## src/rtl/achsw_pkg.sv

```systemverilog
// Shared types, command codes and dial lookup tables for the analog clock
// hand segment writer. No dependencies.
package achsw_pkg;

   localparam logic [1:0] CMD_SEGMENT = 2'd0;
   localparam logic [1:0] CMD_LED     = 2'd1;
   localparam logic [1:0] CMD_REFRESH = 2'd2;
   localparam logic [1:0] CMD_ERROR   = 2'd3;

   localparam int QUEUE_DEPTH = 2;

   typedef struct packed {
      logic [4:0] hour_value;
      logic [5:0] minute_value;
      logic [5:0] second_value;
   } req_type;

   typedef struct packed {
      logic [1:0] command_kind;
      logic [4:0] segment_number;
      logic [3:0] grid_number;
      logic       bit_on;
      logic       last_of_run;
   } rsp_type;

   // One classified request, as handed from the front part to the back part.
   typedef struct packed {
      logic       is_error;
      logic [5:0] old_hour;
      logic [5:0] new_hour;
      logic [5:0] old_minute;
      logic       minute_shared;
      logic [5:0] new_minute;
      logic [5:0] old_second;
      logic       second_clear_lower;
      logic       second_clear_upper;
      logic [5:0] new_second;
      logic       led_bit;
   } plan_type;

   typedef struct packed {
      logic full;
      logic empty;
   } queue_status_type;

   localparam logic [4:0] LOWER_SEG [64] = '{
      5'd15, 5'd14, 5'd11, 5'd10, 5'd16, 5'd15, 5'd14, 5'd13, 5'd12, 5'd16,
      5'd15, 5'd14, 5'd11, 5'd10, 5'd16, 5'd15, 5'd14, 5'd13, 5'd12, 5'd16,
      5'd15, 5'd14, 5'd11, 5'd10, 5'd16, 5'd15, 5'd14, 5'd13, 5'd12, 5'd16,
      5'd15, 5'd14, 5'd11, 5'd10, 5'd16, 5'd15, 5'd14, 5'd13, 5'd12, 5'd16,
      5'd15, 5'd14, 5'd11, 5'd10, 5'd16, 5'd15, 5'd14, 5'd13, 5'd12, 5'd16,
      5'd15, 5'd14, 5'd11, 5'd10, 5'd16, 5'd15, 5'd14, 5'd13, 5'd12, 5'd16,
      5'd0, 5'd0, 5'd0, 5'd0
   };

   localparam logic [4:0] UPPER_SEG [64] = '{
      5'd8, 5'd7, 5'd4, 5'd3, 5'd9, 5'd8, 5'd7, 5'd6, 5'd5, 5'd9,
      5'd8, 5'd7, 5'd4, 5'd3, 5'd9, 5'd8, 5'd7, 5'd6, 5'd5, 5'd9,
      5'd8, 5'd7, 5'd4, 5'd3, 5'd9, 5'd8, 5'd7, 5'd6, 5'd5, 5'd9,
      5'd8, 5'd7, 5'd4, 5'd3, 5'd9, 5'd8, 5'd7, 5'd6, 5'd5, 5'd9,
      5'd8, 5'd7, 5'd4, 5'd3, 5'd9, 5'd8, 5'd7, 5'd6, 5'd5, 5'd9,
      5'd8, 5'd7, 5'd4, 5'd3, 5'd9, 5'd8, 5'd7, 5'd6, 5'd5, 5'd9,
      5'd0, 5'd0, 5'd0, 5'd0
   };

   localparam logic [3:0] RING_GRID [64] = '{
      4'd12, 4'd12, 4'd12, 4'd1, 4'd1, 4'd1, 4'd1, 4'd1, 4'd2, 4'd2,
      4'd2, 4'd2, 4'd2, 4'd3, 4'd3, 4'd3, 4'd3, 4'd3, 4'd4, 4'd4,
      4'd4, 4'd4, 4'd4, 4'd5, 4'd5, 4'd5, 4'd5, 4'd5, 4'd6, 4'd6,
      4'd6, 4'd6, 4'd6, 4'd7, 4'd7, 4'd7, 4'd7, 4'd7, 4'd8, 4'd8,
      4'd8, 4'd8, 4'd8, 4'd9, 4'd9, 4'd9, 4'd9, 4'd9, 4'd10, 4'd10,
      4'd10, 4'd10, 4'd10, 4'd11, 4'd11, 4'd11, 4'd11, 4'd11, 4'd12, 4'd12,
      4'd0, 4'd0, 4'd0, 4'd0
   };

endpackage

```

## src/rtl/analog_clock_hand_segment_writer.sv

```systemverilog
// Top level of the analog clock hand segment writer: front part, request
// queue and back part. Uses achsw_pkg, achsw_front, achsw_queue, achsw_back.
//
// Each request carries a time of day. For an in-range time the block emits
// 9 to 12 results: segment writes that clear and redraw the hour, minute and
// second hands on the 60-position dial, then an LED set with a value that
// alternates from one valid request to the next, then a display refresh.
// An out-of-range time gives a single range error result and changes nothing.
// The final result of every request has last_of_run set.
// On an idle block, an accepted request is written into the queue and then
// loaded into the result register before rsp_valid rises.
// The back part emits one result per cycle while the receiver does not stall,
// and holds each request until its last result; this command sequencer sets the
// sustained rate. Up to two classified requests wait in the queue, so the
// next request is taken while earlier results are still being emitted.
// When the receiver stalls, the result register holds, the queue fills and
// req_ready drops. Reset clears the hand positions and LED phase to zero and
// empties the queue and the result register.
module analog_clock_hand_segment_writer (
   input  logic                clock,
   input  logic                reset,
   input  logic                req_valid,
   output logic                req_ready,
   input  achsw_pkg::req_type  req_payload,
   output logic                rsp_valid,
   input  logic                rsp_ready,
   output achsw_pkg::rsp_type  rsp_payload
);

   achsw_pkg::queue_status_type  queue_status;
   achsw_pkg::plan_type          push_plan;
   achsw_pkg::plan_type          head_plan;
   logic                         push;
   logic                         pop;

   achsw_front u_front (
      .clock        (clock),
      .reset        (reset),
      .req_valid    (req_valid),
      .req_ready    (req_ready),
      .req_payload  (req_payload),
      .queue_status (queue_status),
      .push         (push),
      .push_plan    (push_plan)
   );

   achsw_queue u_queue (
      .clock        (clock),
      .reset        (reset),
      .push         (push),
      .push_plan    (push_plan),
      .pop          (pop),
      .head_plan    (head_plan),
      .queue_status (queue_status)
   );

   achsw_back u_back (
      .clock        (clock),
      .reset        (reset),
      .head_plan    (head_plan),
      .queue_status (queue_status),
      .pop          (pop),
      .rsp_valid    (rsp_valid),
      .rsp_ready    (rsp_ready),
      .rsp_payload  (rsp_payload)
   );

endmodule

```

## src/rtl/achsw_front.sv

```systemverilog
// Front part: accepts time requests, checks ranges, computes the hour hand
// position and the clearing decisions, and keeps the hand state. Uses achsw_pkg.
module achsw_front (
   input  logic                         clock,
   input  logic                         reset,
   input  logic                         req_valid,
   output logic                         req_ready,
   input  achsw_pkg::req_type           req_payload,
   input  achsw_pkg::queue_status_type  queue_status,
   output logic                         push,
   output achsw_pkg::plan_type          push_plan
);

   logic [5:0] hour_pos_ff, hour_pos_in;
   logic [5:0] minute_pos_ff, minute_pos_in;
   logic [5:0] second_pos_ff, second_pos_in;
   logic       led_phase_ff, led_phase_in;
   logic       range_error;
   logic [3:0] hour_twelve;
   logic [2:0] minute_fifth;
   logic [5:0] hour_hand;

   assign req_ready = !queue_status.full;
   assign push      = req_valid && req_ready;

   always_comb begin
      range_error = (req_payload.hour_value > 5'd23) || (req_payload.minute_value > 6'd59)
                    || (req_payload.second_value > 6'd59);
      if (req_payload.hour_value >= 5'd12) begin
         hour_twelve = 4'(req_payload.hour_value - 5'd12);
      end else begin
         hour_twelve = req_payload.hour_value[3:0];
      end
      priority if (req_payload.minute_value >= 6'd48) begin
         minute_fifth = 3'd4;
      end else if (req_payload.minute_value >= 6'd36) begin
         minute_fifth = 3'd3;
      end else if (req_payload.minute_value >= 6'd24) begin
         minute_fifth = 3'd2;
      end else if (req_payload.minute_value >= 6'd12) begin
         minute_fifth = 3'd1;
      end else begin
         minute_fifth = 3'd0;
      end
      hour_hand = 6'({hour_twelve, 2'b00}) + 6'(hour_twelve) + 6'(minute_fifth);

      push_plan.is_error           = range_error;
      push_plan.old_hour           = hour_pos_ff;
      push_plan.new_hour           = hour_hand;
      push_plan.old_minute         = minute_pos_ff;
      push_plan.minute_shared      = (minute_pos_ff == hour_hand);
      push_plan.new_minute         = req_payload.minute_value;
      push_plan.old_second         = second_pos_ff;
      push_plan.second_clear_lower = (second_pos_ff != hour_hand)
                                     && (second_pos_ff != req_payload.minute_value);
      push_plan.second_clear_upper = (second_pos_ff != req_payload.minute_value);
      push_plan.new_second         = req_payload.second_value;
      push_plan.led_bit            = led_phase_ff;

      hour_pos_in   = hour_pos_ff;
      minute_pos_in = minute_pos_ff;
      second_pos_in = second_pos_ff;
      led_phase_in  = led_phase_ff;
      if (push && !range_error) begin
         hour_pos_in   = hour_hand;
         minute_pos_in = req_payload.minute_value;
         second_pos_in = req_payload.second_value;
         led_phase_in  = !led_phase_ff;
      end
   end

   always_ff @(posedge clock) begin
      if (reset) begin
         hour_pos_ff   <= '0;
         minute_pos_ff <= '0;
         second_pos_ff <= '0;
         led_phase_ff  <= 1'b0;
      end else begin
         hour_pos_ff   <= hour_pos_in;
         minute_pos_ff <= minute_pos_in;
         second_pos_ff <= second_pos_in;
         led_phase_ff  <= led_phase_in;
      end
   end

endmodule

```

## src/rtl/achsw_queue.sv

```systemverilog
// Two-entry queue of classified requests between the front and back parts.
// Uses achsw_pkg.
module achsw_queue (
   input  logic                         clock,
   input  logic                         reset,
   input  logic                         push,
   input  achsw_pkg::plan_type          push_plan,
   input  logic                         pop,
   output achsw_pkg::plan_type          head_plan,
   output achsw_pkg::queue_status_type  queue_status
);

   localparam int PtrWidth   = $clog2(achsw_pkg::QUEUE_DEPTH);
   localparam int CountWidth = $clog2(achsw_pkg::QUEUE_DEPTH + 1);

   achsw_pkg::plan_type entry_ff [achsw_pkg::QUEUE_DEPTH];
   logic [PtrWidth-1:0]   wr_ptr_ff, wr_ptr_in;
   logic [PtrWidth-1:0]   rd_ptr_ff, rd_ptr_in;
   logic [CountWidth-1:0] count_ff, count_in;

   assign head_plan          = entry_ff[rd_ptr_ff];
   assign queue_status.full  = (count_ff == CountWidth'(achsw_pkg::QUEUE_DEPTH));
   assign queue_status.empty = (count_ff == '0);

   always_comb begin
      wr_ptr_in = wr_ptr_ff;
      rd_ptr_in = rd_ptr_ff;
      count_in  = count_ff;
      if (push) begin
         wr_ptr_in = (wr_ptr_ff == PtrWidth'(achsw_pkg::QUEUE_DEPTH - 1)) ? '0
                     : wr_ptr_ff + 1'b1;
      end
      if (pop) begin
         rd_ptr_in = (rd_ptr_ff == PtrWidth'(achsw_pkg::QUEUE_DEPTH - 1)) ? '0
                     : rd_ptr_ff + 1'b1;
      end
      if (push && !pop) begin
         count_in = count_ff + 1'b1;
      end else if (pop && !push) begin
         count_in = count_ff - 1'b1;
      end
   end

   always_ff @(posedge clock) begin
      if (reset) begin
         wr_ptr_ff <= '0;
         rd_ptr_ff <= '0;
         count_ff  <= '0;
      end else begin
         wr_ptr_ff <= wr_ptr_in;
         rd_ptr_ff <= rd_ptr_in;
         count_ff  <= count_in;
      end
   end

   always_ff @(posedge clock) begin
      if (push) begin
         entry_ff[wr_ptr_ff] <= push_plan;
      end
   end

endmodule

```

## src/rtl/achsw_back.sv

```systemverilog
// Back part: steps through the queue head's command sequence into a registered
// result stage, one command per cycle while not stalled. Uses achsw_pkg.
module achsw_back (
   input  logic                         clock,
   input  logic                         reset,
   input  achsw_pkg::plan_type          head_plan,
   input  achsw_pkg::queue_status_type  queue_status,
   output logic                         pop,
   output logic                         rsp_valid,
   input  logic                         rsp_ready,
   output achsw_pkg::rsp_type           rsp_payload
);

   localparam logic [3:0] ST_H_CLR    = 4'd0;
   localparam logic [3:0] ST_H_SET    = 4'd1;
   localparam logic [3:0] ST_M_CLR_LO = 4'd2;
   localparam logic [3:0] ST_M_CLR_UP = 4'd3;
   localparam logic [3:0] ST_M_SET_LO = 4'd4;
   localparam logic [3:0] ST_M_SET_UP = 4'd5;
   localparam logic [3:0] ST_S_CLR_LO = 4'd6;
   localparam logic [3:0] ST_S_CLR_UP = 4'd7;
   localparam logic [3:0] ST_S_SET_LO = 4'd8;
   localparam logic [3:0] ST_S_SET_UP = 4'd9;
   localparam logic [3:0] ST_LED      = 4'd10;
   localparam logic [3:0] ST_REFRESH  = 4'd11;

   logic [3:0]          step_ff, step_in;
   logic                rsp_valid_ff, rsp_valid_in;
   achsw_pkg::rsp_type  rsp_payload_ff, rsp_payload_in;
   logic                load;
   logic [3:0]          step_next;
   logic [5:0]          pos;
   logic                upper_ring;
   logic                seg_bit;
   logic [1:0]          kind;

   assign rsp_valid   = rsp_valid_ff;
   assign rsp_payload = rsp_payload_ff;
   assign load        = !queue_status.empty && (!rsp_valid_ff || rsp_ready);
   assign pop         = load && (head_plan.is_error || (step_ff == ST_REFRESH));

   always_comb begin
      pos        = head_plan.old_hour;
      upper_ring = 1'b0;
      seg_bit    = 1'b0;
      kind       = achsw_pkg::CMD_SEGMENT;
      step_next  = ST_H_CLR;
      unique case (step_ff)
         ST_H_CLR: begin
            step_next = ST_H_SET;
         end
         ST_H_SET: begin
            pos       = head_plan.new_hour;
            seg_bit   = 1'b1;
            step_next = head_plan.minute_shared ? ST_M_CLR_UP : ST_M_CLR_LO;
         end
         ST_M_CLR_LO: begin
            pos       = head_plan.old_minute;
            step_next = ST_M_CLR_UP;
         end
         ST_M_CLR_UP: begin
            pos        = head_plan.old_minute;
            upper_ring = 1'b1;
            step_next  = ST_M_SET_LO;
         end
         ST_M_SET_LO: begin
            pos       = head_plan.new_minute;
            seg_bit   = 1'b1;
            step_next = ST_M_SET_UP;
         end
         ST_M_SET_UP: begin
            pos        = head_plan.new_minute;
            upper_ring = 1'b1;
            seg_bit    = 1'b1;
            priority if (head_plan.second_clear_lower) begin
               step_next = ST_S_CLR_LO;
            end else if (head_plan.second_clear_upper) begin
               step_next = ST_S_CLR_UP;
            end else begin
               step_next = ST_S_SET_LO;
            end
         end
         ST_S_CLR_LO: begin
            pos       = head_plan.old_second;
            step_next = ST_S_CLR_UP;
         end
         ST_S_CLR_UP: begin
            pos        = head_plan.old_second;
            upper_ring = 1'b1;
            step_next  = ST_S_SET_LO;
         end
         ST_S_SET_LO: begin
            pos       = head_plan.new_second;
            seg_bit   = 1'b1;
            step_next = ST_S_SET_UP;
         end
         ST_S_SET_UP: begin
            pos        = head_plan.new_second;
            upper_ring = 1'b1;
            seg_bit    = 1'b1;
            step_next  = ST_LED;
         end
         ST_LED: begin
            kind      = achsw_pkg::CMD_LED;
            seg_bit   = head_plan.led_bit;
            step_next = ST_REFRESH;
         end
         ST_REFRESH: begin
            kind      = achsw_pkg::CMD_REFRESH;
            step_next = ST_H_CLR;
         end
         default: begin
            step_next = ST_H_CLR;
         end
      endcase

      if (head_plan.is_error) begin
         kind      = achsw_pkg::CMD_ERROR;
         seg_bit   = 1'b0;
         step_next = ST_H_CLR;
      end

      rsp_payload_in.command_kind = kind;
      rsp_payload_in.bit_on       = seg_bit;
      rsp_payload_in.last_of_run  = (kind == achsw_pkg::CMD_ERROR)
                                    || (kind == achsw_pkg::CMD_REFRESH);
      if (kind == achsw_pkg::CMD_SEGMENT) begin
         rsp_payload_in.segment_number = upper_ring ? achsw_pkg::UPPER_SEG[pos]
                                         : achsw_pkg::LOWER_SEG[pos];
         rsp_payload_in.grid_number    = achsw_pkg::RING_GRID[pos];
      end else begin
         rsp_payload_in.segment_number = '0;
         rsp_payload_in.grid_number    = '0;
      end

      step_in      = load ? step_next : step_ff;
      rsp_valid_in = load || (rsp_valid_ff && !rsp_ready);
   end

   always_ff @(posedge clock) begin
      if (reset) begin
         step_ff      <= ST_H_CLR;
         rsp_valid_ff <= 1'b0;
      end else begin
         step_ff      <= step_in;
         rsp_valid_ff <= rsp_valid_in;
      end
   end

   always_ff @(posedge clock) begin
      if (load) begin
         rsp_payload_ff <= rsp_payload_in;
      end
   end

endmodule

```

## config.mk

```make
export PLATFORM = sky130hd
export DESIGN_NAME = analog_clock_hand_segment_writer
export DESIGN_NICKNAME = d
export VERILOG_FILES = /design/src/rtl/achsw_pkg.sv /design/src/rtl/analog_clock_hand_segment_writer.sv /design/src/rtl/achsw_front.sv /design/src/rtl/achsw_queue.sv /design/src/rtl/achsw_back.sv
export SDC_FILE = /design/constraint.sdc
export NUM_CORES = 1
export LEC_CHECK = 0
export BUFFER_PORTS_ARGS = -buffer_cell sky130_fd_sc_hd__buf_2
export CELL_PAD_IN_SITES_DETAIL_PLACEMENT = 1
export CELL_PAD_IN_SITES_GLOBAL_PLACEMENT = 1
export CORE_UTILIZATION = 50
export DETAILED_ROUTE_END_ITERATION = 7
export PLACE_DENSITY_LB_ADDON = 0.25
export SLEW_MARGIN = 20
export SYNTH_ARGS = -nofsm -noshare
export SYNTH_HDL_FRONTEND = slang
export SYNTH_SLANG_ARGS = --single-unit
```

## constraint.sdc

```tcl
create_clock -name clock -period 5.22 [get_ports clock]
set_clock_uncertainty 0.05 [all_clocks]
set_input_delay 0.522 -clock clock [delete_from_list [all_inputs] [get_ports clock]]
set_output_delay 0.522 -clock clock [all_outputs]
set_load 0.005 [all_outputs]
```

# Word-level counts from Yosys, hierarchy flattened
# Memories as Yosys holds them, arrays and structs flattened. A register that Yosys moved wholly into a read port is not among the register bits.
# Cells that the tools add are included.
# classes
n_addsub,7
magnitude_cmp,9
eq_ne,17
mux,28
n_bitwise,1
reduce_logical,33
# ops
cell,count
one-hot mux 4 bit (11 select lines),1
one-hot mux 6 bit (5 select lines),1
two-way mux 5 bit,5
equality test 4 x 3 -> 1 bit (second input constant),4
equality test 4 bit (second input constant),4
two-way mux 4 bit,4
>= comparator 6 bit (second input constant),2
greater-than comparator 6 bit (second input constant),2
!= test 6 bit,2
zero test 1 bit,9
two-way mux 1 bit,9
two-way mux 3 bit,3
equality test 4 x 2 -> 1 bit (second input constant),2
logical AND 1 bit,8
OR reduction 2 bit,4
>= comparator 7 bit (second input constant),1
NOT 6 -> 7 bit,1
adder 6 x 3 -> 6 bit,1
adder 6 x 4 -> 6 bit,1
equality test 2 bit (second input constant),3
equality test 6 bit,1
>= comparator 6 x 4 -> 1 bit (second input constant),1
>= comparator 6 x 5 -> 1 bit (second input constant),1
logical OR 1 bit,6
15 further kinds,19
# totals
regBits,37
ram_bits,82
rom_bits,896
in_bits,21
out_inout_bits,15
word_cells,112
memories,4
# memory_table
memory,depth,word_bits,read_ports,rd_clocked_by_memory_dff,wr,line,rtl
(name not given),64,5,1,0,0,achsw_back.sv:128,rsp_payload_in.segment_number = upper_ring ? achsw_pkg::UPPER_SEG[pos]
(name not given),64,5,1,0,0,achsw_back.sv:129,: achsw_pkg::LOWER_SEG[pos];
(name not given),64,4,1,1,0,achsw_back.sv:130,rsp_payload_in.grid_number = achsw_pkg::RING_GRID[pos];
u_queue.entry_ff,2,41,1,1,1,achsw_queue.sv:16,achsw_pkg::plan_type entry_ff [achsw_pkg::QUEUE_DEPTH];

# Logic depth before layout (Yosys ltp)
# Gate-level depths: netlist of the first run.
# depth
depth_word,8
mapped_depth,15

# Cells and area by module
# Synthesis of the first run repeated with hierarchy kept, for this count alone.
# hier_totals
hier_cells,629
hier_area_um2,7089.3
# by_module_without_submodules
module,instances,cells_each,area_per_inst_um2
achsw_queue,1,150,3156.8
achsw_back,1,330,2501.1
achsw_front,1,149,1431.4

# Worst setup path after synthesis of the first run
# Ideal clock, no wire load.
# synth_path
path_kind,register -> register
from,reg (tool-made name)
to,"reg u_back.rsp_payload_ff, in the netlist u_back.rsp_payload[6], data pin"
setup_time_ns,0.257
t_arrival_ns,3.498
setup_slack_ns,1.415
path_stages_with_launch,15
path_buffers,5
synth_period_minus_slack_ns,3.805
path_cell_list,dfxtp_1 > buf_6 > buf_6 > buf_4 > buf_2 > mux2i_1 > nor2_1 > nor4_2 > inv_1 > ha_1 > clkbuf_1 > nor2_1 > a211oi_1 > or4_1 > a32o_1
# synth_lines
item,line,rtl
"end signal, assigned",achsw_back.sv:152,rsp_payload_ff <= rsp_payload_in;
"end, declared",achsw_back.sv:29,"achsw_pkg::rsp_type rsp_payload_ff, rsp_payload_in;"

==> out/metrics.csv, run 1 <==
metric,value,unit
vdd_drop_max,0.000341,V
drt-total-wl,19000,um
cts_hold_buf,0,
core-area,13200,um2
fp.dieH,118,um
slew_headroom,0.281,
dieArea,14000,um2
gp_congestion,0.961,
drc,0,
arrival,4.34,ns
fin_crit_sh,0.806,
ys_warn_count,0,
multi_input_area,3070,um2
grt_first_pass_wirelength,30200,um
finalSetupViolations,0,
critPathMaxStageDelay,1.04,ns
diodes,0,
syn_area,6750,um2
yosys-top-cells-area,"edfxtp_1 (42%), dfxtp_1 (8.6%), mux2i_1 (8.5%), ha_1 (3.7%), nor2_1 (3.3%)",
yosysSeqAreaShare,0.504,
grt_util_all_layers,0.287,
worstSetupStartpointType,register,
syn2layout_area_growth,11.5,%
synth_top_area_cell,edfxtp_1,
status,"finished, final reports clean",
initial_core_util,0.512,
numCtsBuffers,17,
wire_per_inst,23.1,um
insertion_delay,0.42,ns
row_count,42,
preCtsSetupSlack,1.07,ns
synth_top_area_frac,0.418,
ys_ff_latch,123,
timing.fmax,0.238,GHz
ant_nets,0,
clock_path_buffers,2,
fin_nets,676,
worstPathCellList,"mux2i_1, o22ai_1, or4_1, ha_1, nor2_1, a211oi_1, or4_1, a32o_1",
rsz0062_at_grt,no,
cts_resized,0,
power.total,5.04,mW
avgViaCountPerCell,6.23,
cp_max_fo,40,
cts_setup_buffers,0,
yosys.cell_types.count,76,
hold_viol_final,0,
vias,5120,
pin_count,36,
post-route-util,0.571,
syn-num-nets,658,
die_x,118,um
antenna_found_initial,0,
maxCapViolations,0,
syn_avg_cell_area,11.0,um2
h-tree-depth,4,
ff_latch_area,3400,um2
hold-worst-slack,0.265,ns
hold_class,in2reg,
worst-setup-path-type,reg2reg,
cts_root_buf,clkbuf_16,
grt_pass1_vias,5329,
cts_tree,yes,
critical_path.slowest_cell,dfxtp_2,
setup_tns,0,ns
ys_async_sr_fraction,0,
powerDensity,670,nW/um2
synth_cells,615,
fin_ws,1.01,ns
required,5.35,ns
synth_edf_count,94,
drt_iter0_drc,480,
min_period,4.21,ns
slew_viol_final,0,
port-buffer-count,35,
fillers,1400,
worst_pin_slew,1.08,ns
drive_gt1_frac,0.142,
clkTransAtPathRegs,0.06,ns
synthFlopType,edfxtp_1,
first_pass_iters,5,
dp_hpwl,12600,um
end_kind,register,
grt_remaining_overflow,0,
numClockSinks,123,
grt_max_degree,42,
p_leak,2.77,nW
cpMostUsedCell,or4_1,
## registers in the layout (all words and copies together) (netlist names), named ones only
signal / flops
u_queue.entry_ff: 82
u_back.rsp_payload: 12
u_front.hour_pos_ff: 6
u_front.minute_pos_ff: 6
u_front.second_pos_ff: 6
u_back.step_ff: 4
u_queue.count_ff: 2
u_back.rsp_valid: 1
u_front.led_phase_ff: 1
u_queue.rd_ptr_ff: 1
u_queue.wr_ptr_ff: 1
## stage by stage
stage,instances,cell area (um2)
final,822,7530
after CTS,822,7530
after global routing,822,7530
after global placement,790,6990
after detailed placement,790,6990
after floorplan,615,6750
## layer usage
| layer | GRT usage | part of all wire |
|---|---|---|
| met5 | 0 | 0 |
| met4 | 0.136 | 0.034 |
| met3 | 0.0555 | 0.041 |
| met2 | 0.485 | 0.50 |
| met1 | 0.354 | 0.42 |
## final cells by class
cell class / count / area share
inverter: 19 / 0.00980
tap: 176 / 0.0292
multi-input combinational: 431 / 0.408
sequential: 123 / 0.452
timing repair buffer: 41 / 0.0292
clock buffer: 24 / 0.0626
clock inverter: 8 / 0.00931
## cells by family (layout without fill, tap and decap cells)
logic type	count (synthesis)	in the layout	share of synthesized area
buf+inv	61	92	0.0443
flops	123	123	0.504
mux	63	63	0.0962
xor+xnor	27	27	0.0378
fa+ha+maj	23	23	0.0445
compound gates	142	142	0.140
simple gates	176	176	0.133
## worst max-delay path, delay by kind of cell, from the launching register on
family,cells,cell delay [ns]
AOI/OAI and AO/OA,3,0.43
adders and majority gates,1,0.55
DFF,1,1.04
muxes,1,0.31
and+or+nand+nor,3,1.56
## power breakdown
group | leakage (nW) | total, mW | internal, mW | switching (mW)
clock network | 0.264 | 1.10 | 0.675 | 0.422
logic | 1.38 | 2.46 | 0.902 | 1.56
registers | 1.12 | 1.48 | 1.32 | 0.160
## placed cells by master (no fill, tap or decap), types with 20 or more instances in the layout
cell type and count:
mux2i_1 57, o21ai_0 28, nor2_1 58, nand2_1 44, buf_2 35, dfxtp_1 28, ha_1 20, a21oi_1 34
edfxtp_1 94
## synthesized netlist by cell type, drive strengths merged, types with 2 or more instances
library cell,instances
ha,20
and3b,3
o32a,2
xnor2,14
nand3,13
nand2,44
nor2,60
nor2b,4
mux2,5
o22ai,15
nand3b,3
a21o,4
or3,2
a221oi,4
o21ai,32
clkbuf,16
a211oi,7
edfxtp,94
o211ai,5
nor3,6
a21oi,35
or3b,3
mux2i,57
o221ai,4
dfxtp,29
o31ai,5
nor3b,3
a2111oi,7
buf,26
a21boi,2
inv,19
fa,2
xor2,13
nand2b,9
or4,6
a31oi,5
nor4,4
and3,3
nand4,5
and2,4
## worst paths after layout
kind                          start                       to  slack [ns]  cells past startpoint
max                        register    u_back.rsp_payload[6]        1.01                      8
min                  req_payload[0]   u_queue.entry_ff[0][1]        0.26                      1
max reg2reg                register    u_back.rsp_payload[6]        1.01                      8
min reg2reg  u_front.hour_pos_ff[3]  u_queue.entry_ff[1][37]        0.41                      0
(Power assumes the default switching activity.)
==> run 2: changes to the inputs <==
--- a/config.mk
+++ b/config.mk
@@ -5,10 +5,11 @@
 export SDC_FILE = /design/constraint.sdc
 export NUM_CORES = 1
 export LEC_CHECK = 0
+export ABC_AREA = 1
 export BUFFER_PORTS_ARGS = -buffer_cell sky130_fd_sc_hd__buf_2
 export CELL_PAD_IN_SITES_DETAIL_PLACEMENT = 1
 export CELL_PAD_IN_SITES_GLOBAL_PLACEMENT = 1
-export CORE_UTILIZATION = 50
+export CORE_UTILIZATION = 42
 export DETAILED_ROUTE_END_ITERATION = 7
 export PLACE_DENSITY_LB_ADDON = 0.25
 export SLEW_MARGIN = 20
==> constraint.sdc (replaced) <==
create_clock -name clock -period 3.4 [get_ports clock]
set_clock_uncertainty 0.05 [all_clocks]
set_input_delay 0.34 -clock clock [delete_from_list [all_inputs] [get_ports clock]]
set_output_delay 0.34 -clock clock [all_outputs]
set_load 0.005 [all_outputs]
==> run 2 against run 1 <==
Effect of this change: synthesized cell count up 35%; combinational power up 72%; die area rose by 20%; worst hold slack worse by 0.19 ns; highest routed layer unchanged.
==> out/metrics.csv, run 2 <==
metric,value,unit,change
yosys-top-cells-area,"edfxtp_1 (41%), nand2_1 (15%), dfxtp_1 (8.5%), nand3_1 (5.3%), a21oi_1 (4.1%)",,"was edfxtp_1 (42%), dfxtp_1 (8.6%), mux2i_1 (8.5%), ha_1 (3.7%), nor2_1 (3.3%)"
end_kind,register,,unchanged
worstSetupStartpointType,register,,unchanged
vias,6080,,was 5120
worst_pin_slew,0.760,ns,was 1.08 ns
fp.dieH,130,um,was 118 um
power_frac_comb,0.508,,was 0.488
gp_congestion,0.908,,was 0.961
top_layer_used,met4,,unchanged
drt_iter0_drc,421,,was 480
drive_gt1_frac,0.153,,was 0.142
ys_ff_latch,123,,unchanged
critPathMaxStageDelay,0.51,ns,was 1.04 ns
slew_headroom,0.493,,was 0.281
yosysMostFrequentCell,nand2_1,,was edfxtp_1
clkTransAtPathRegs,0.06,ns,about the same
powerDensity,1040,nW/um2,was 670 nW/um2
placed_area,7330,um2,was 6990 um2
pwr-share-clk,0.230,,was 0.218
avgViaCountPerCell,5.48,,was 6.23
final_cell_mix,"nand2_1 (274), edfxtp_1 (94), nand3_1 (73)",,"was edfxtp_1 (94), nor2_1 (58), mux2i_1 (57)"
final_cell_area,7980,um2,was 7530 um2
rsz0062_at_grt,no,,unchanged
internal_power,4.53,mW,was 2.90 mW
hold_class,in2reg,,unchanged
dieArea,16800,um2,was 14000 um2
met3_length,681,um,was 780 um
port-buffer-count,35,,unchanged
synth_edf_count,94,,unchanged
p_sw,3.79,mW,was 2.14 mW
fillers,1921,,was 1400
dr_wl_met2,11100,um,was 9590 um
drt-total-wl,21400,um,was 19000 um
synth_top_area_cell,edfxtp_1,,unchanged
cp_max_fo,32,,was 40
dp_cells,1077,,was 790
synth_cells,833,,was 615
yosys.cell_types.count,42,,was 76
final_common_cell,nand2_1,,was edfxtp_1
post-route-util,0.502,,was 0.571
grt_pass1_vias,6382,,was 5329
synth_top_area_frac,0.412,,was 0.418
synth_commonest_cells,"nand2_1 (274), edfxtp_1 (94), nand3_1 (73), nor2_1 (67), inv_1 (58)",,"was edfxtp_1 (94), nor2_1 (60), mux2i_1 (57), nand2_1 (44), a21oi_1 (34)"
vdd_drop_max,0.000441,V,was 0.000341 V
cts_tree,yes,,unchanged
initial_core_util,0.431,,was 0.512
top_register,u_queue.entry_ff,,unchanged
pin_count,36,,unchanged
antenna_found_initial,0,,unchanged
fin_nets,924,,was 676
p_leak,3.49,nW,was 2.77 nW
finalSetupViolations,0,,unchanged
syn_avg_cell_area,8.23,um2,was 11.0 um2
largest_reg_flops,82,,unchanged
worstPathCellList,"inv_2, buf_12, nand2_1, nand2_1, nand2_1, nand2_1, nor2_1, nand3_2, inv_2, nand2_1, o21ai_0, nor2_1, nand2_1, nand3_1, a21oi_1",,"was mux2i_1, o22ai_1, or4_1, ha_1, nor2_1, a211oi_1, or4_1, a32o_1"
cpMostUsedCell,nand2_1,,was or4_1
core-area,15900,um2,was 13200 um2
fin_cells,1110,,was 822
numCtsBuffers,17,,unchanged
slew_viol_final,0,,unchanged
grt_remaining_overflow,0,,unchanged
path_buf_inv,3,,was 0
min_period,3.19,ns,was 4.21 ns
hold-worst-slack,0.0763,ns,was 0.265 ns
swShare,0.456,,was 0.425
wirelength_met1,8910,um,was 7990 um
diodes,0,,unchanged
grt_util_all_layers,0.271,,was 0.287
ys_async_sr_fraction,0,,unchanged
cts_root_buf,clkbuf_16,,unchanged
syn_area,6850,um2,was 6750 um2
ant_nets,0,,unchanged
syn-num-nets,876,,was 658
grt_max_degree,42,,unchanged
seqPwrFrac,0.262,,was 0.294
insertion_delay,0.42,ns,about the same
grt_first_pass_wirelength,34100,um,was 30200 um
wire_per_inst,19.3,um,was 23.1 um
syn2layout_area_growth,16.4,%,was 11.5%
first_pass_iters,5,,unchanged
dp_hpwl,15200,um,was 12600 um
numClockSinks,123,,unchanged
arrival,3.40,ns,was 4.34 ns
h-tree-depth,4,,unchanged
die_x,130,um,was 118 um
fin_crit_sh,0.938,,was 0.806
ys_warn_count,0,,unchanged
row_count,46,,was 42
clock_path_buffers,2,,unchanged
maxCapViolations,0,,unchanged
critical_path.slowest_cell,dfxtp_1,,was dfxtp_2
synthFlopType,edfxtp_1,,unchanged
worst-setup-path-type,reg2reg,,unchanged
drc,0,,unchanged
power.total,8.32,mW,was 5.04 mW
timing.fmax,0.314,GHz,was 0.238 GHz
status,"finished, final reports clean",,unchanged
hold_viol_final,0,,unchanged
yosysSeqAreaShare,0.497,,was 0.504
required,3.61,ns,was 5.35 ns
crit_family,simple AND/OR/NAND/NOR gates,,unchanged
## run 2: cell types whose count changed in the layout (fill, tap and decap cells not counted), moves of 10 or more
| cell | before | now |
|---|---|---|
| nand2_1 | 44 | 274 |
| nand3_1 | 12 | 73 |
| buf_4 | 6 | 21 |
| o22ai_1 | 15 | 4 |
| inv_2 | 1 | 13 |
| mux2i_1 | 57 | 2 |
| a21oi_1 | 34 | 56 |
| inv_1 | 17 | 58 |
| o21ai_0 | 28 | 39 |
| xnor2_1 | 13 | 3 |
## run 2: area by class of cell
| class | count | area [um2] | share of cell area |
|---|---|---|---|
| sequential | 123 | 3400 | 0.427 |
| multi-input combinational | 609 | 3030 | 0.380 |
| clock buffer | 18 | 429 | 0.0538 |
| timing repair buffer | 58 | 373 | 0.0468 |
| inverter | 72 | 272 | 0.0340 |
| tap | 216 | 270 | 0.0339 |
| clock inverter | 14 | 196 | 0.0246 |
## run 2: kinds of logic (layout without fill, tap and decap cells)
group,after synthesis,after routing,synth area share
buffers and inverters,101,162,0.0646
xor gates and xnor gates,14,14,0.0179
adders and majority gates,22,22,0.0424
AOI/OAI and AO/OA,118,118,0.0928
and+or+nand+nor,453,453,0.283
muxes,2,2,0.00292
DFF,123,123,0.497
## run 2: stage by stage
stage	setup WS [ns]	TNS (ns)
final	0.211	0
after global routing	0.0326	0
after CTS	0.224	0
after detailed placement	-0.181	-0.524
after global placement	0.0696	0
after floorplan	0.130	0
## run 2: power groups by stage
stage          registers [mW]  logic, mW  clock network (mW)
6_report                 2.18       4.23                1.91
5_1_grt                  2.21       4.68                1.99
4_1_cts                  2.18       4.19                1.94
3_5_place_dp             2.20       4.14                   0
3_3_place_gp             2.18       4.01                   0
2_1_floorplan            2.16       2.94                   0
## run 2: worst paths after layout
path,slack (ns),end,cells after the start,from
min reg2reg,0.41,u_queue.entry_ff[1][37],0,u_front.hour_pos_ff[3]
max reg2reg,0.21,u_back.rsp_payload[6],15,register
min,0.08,u_queue.entry_ff[0][1],1,req_payload[0]
max,0.21,u_back.rsp_payload[6],15,register
## run 2: timing repair
| item | in CTS | in global routing |
|---|---|---|
| endpoints found under the setup margin | 0 | 3 |
| gates resized for setup | 0 | 3 |
| hold buffers | 0 | 0 |
| setup buffers | 0 | 1 |
## run 2: per-layer routing
metal,vias to the layer above,GRT usage
met5,-,0
met4,0,0.131
met3,45,0.0349
met2,156,0.481
met1,3008,0.324
li1,2871,-
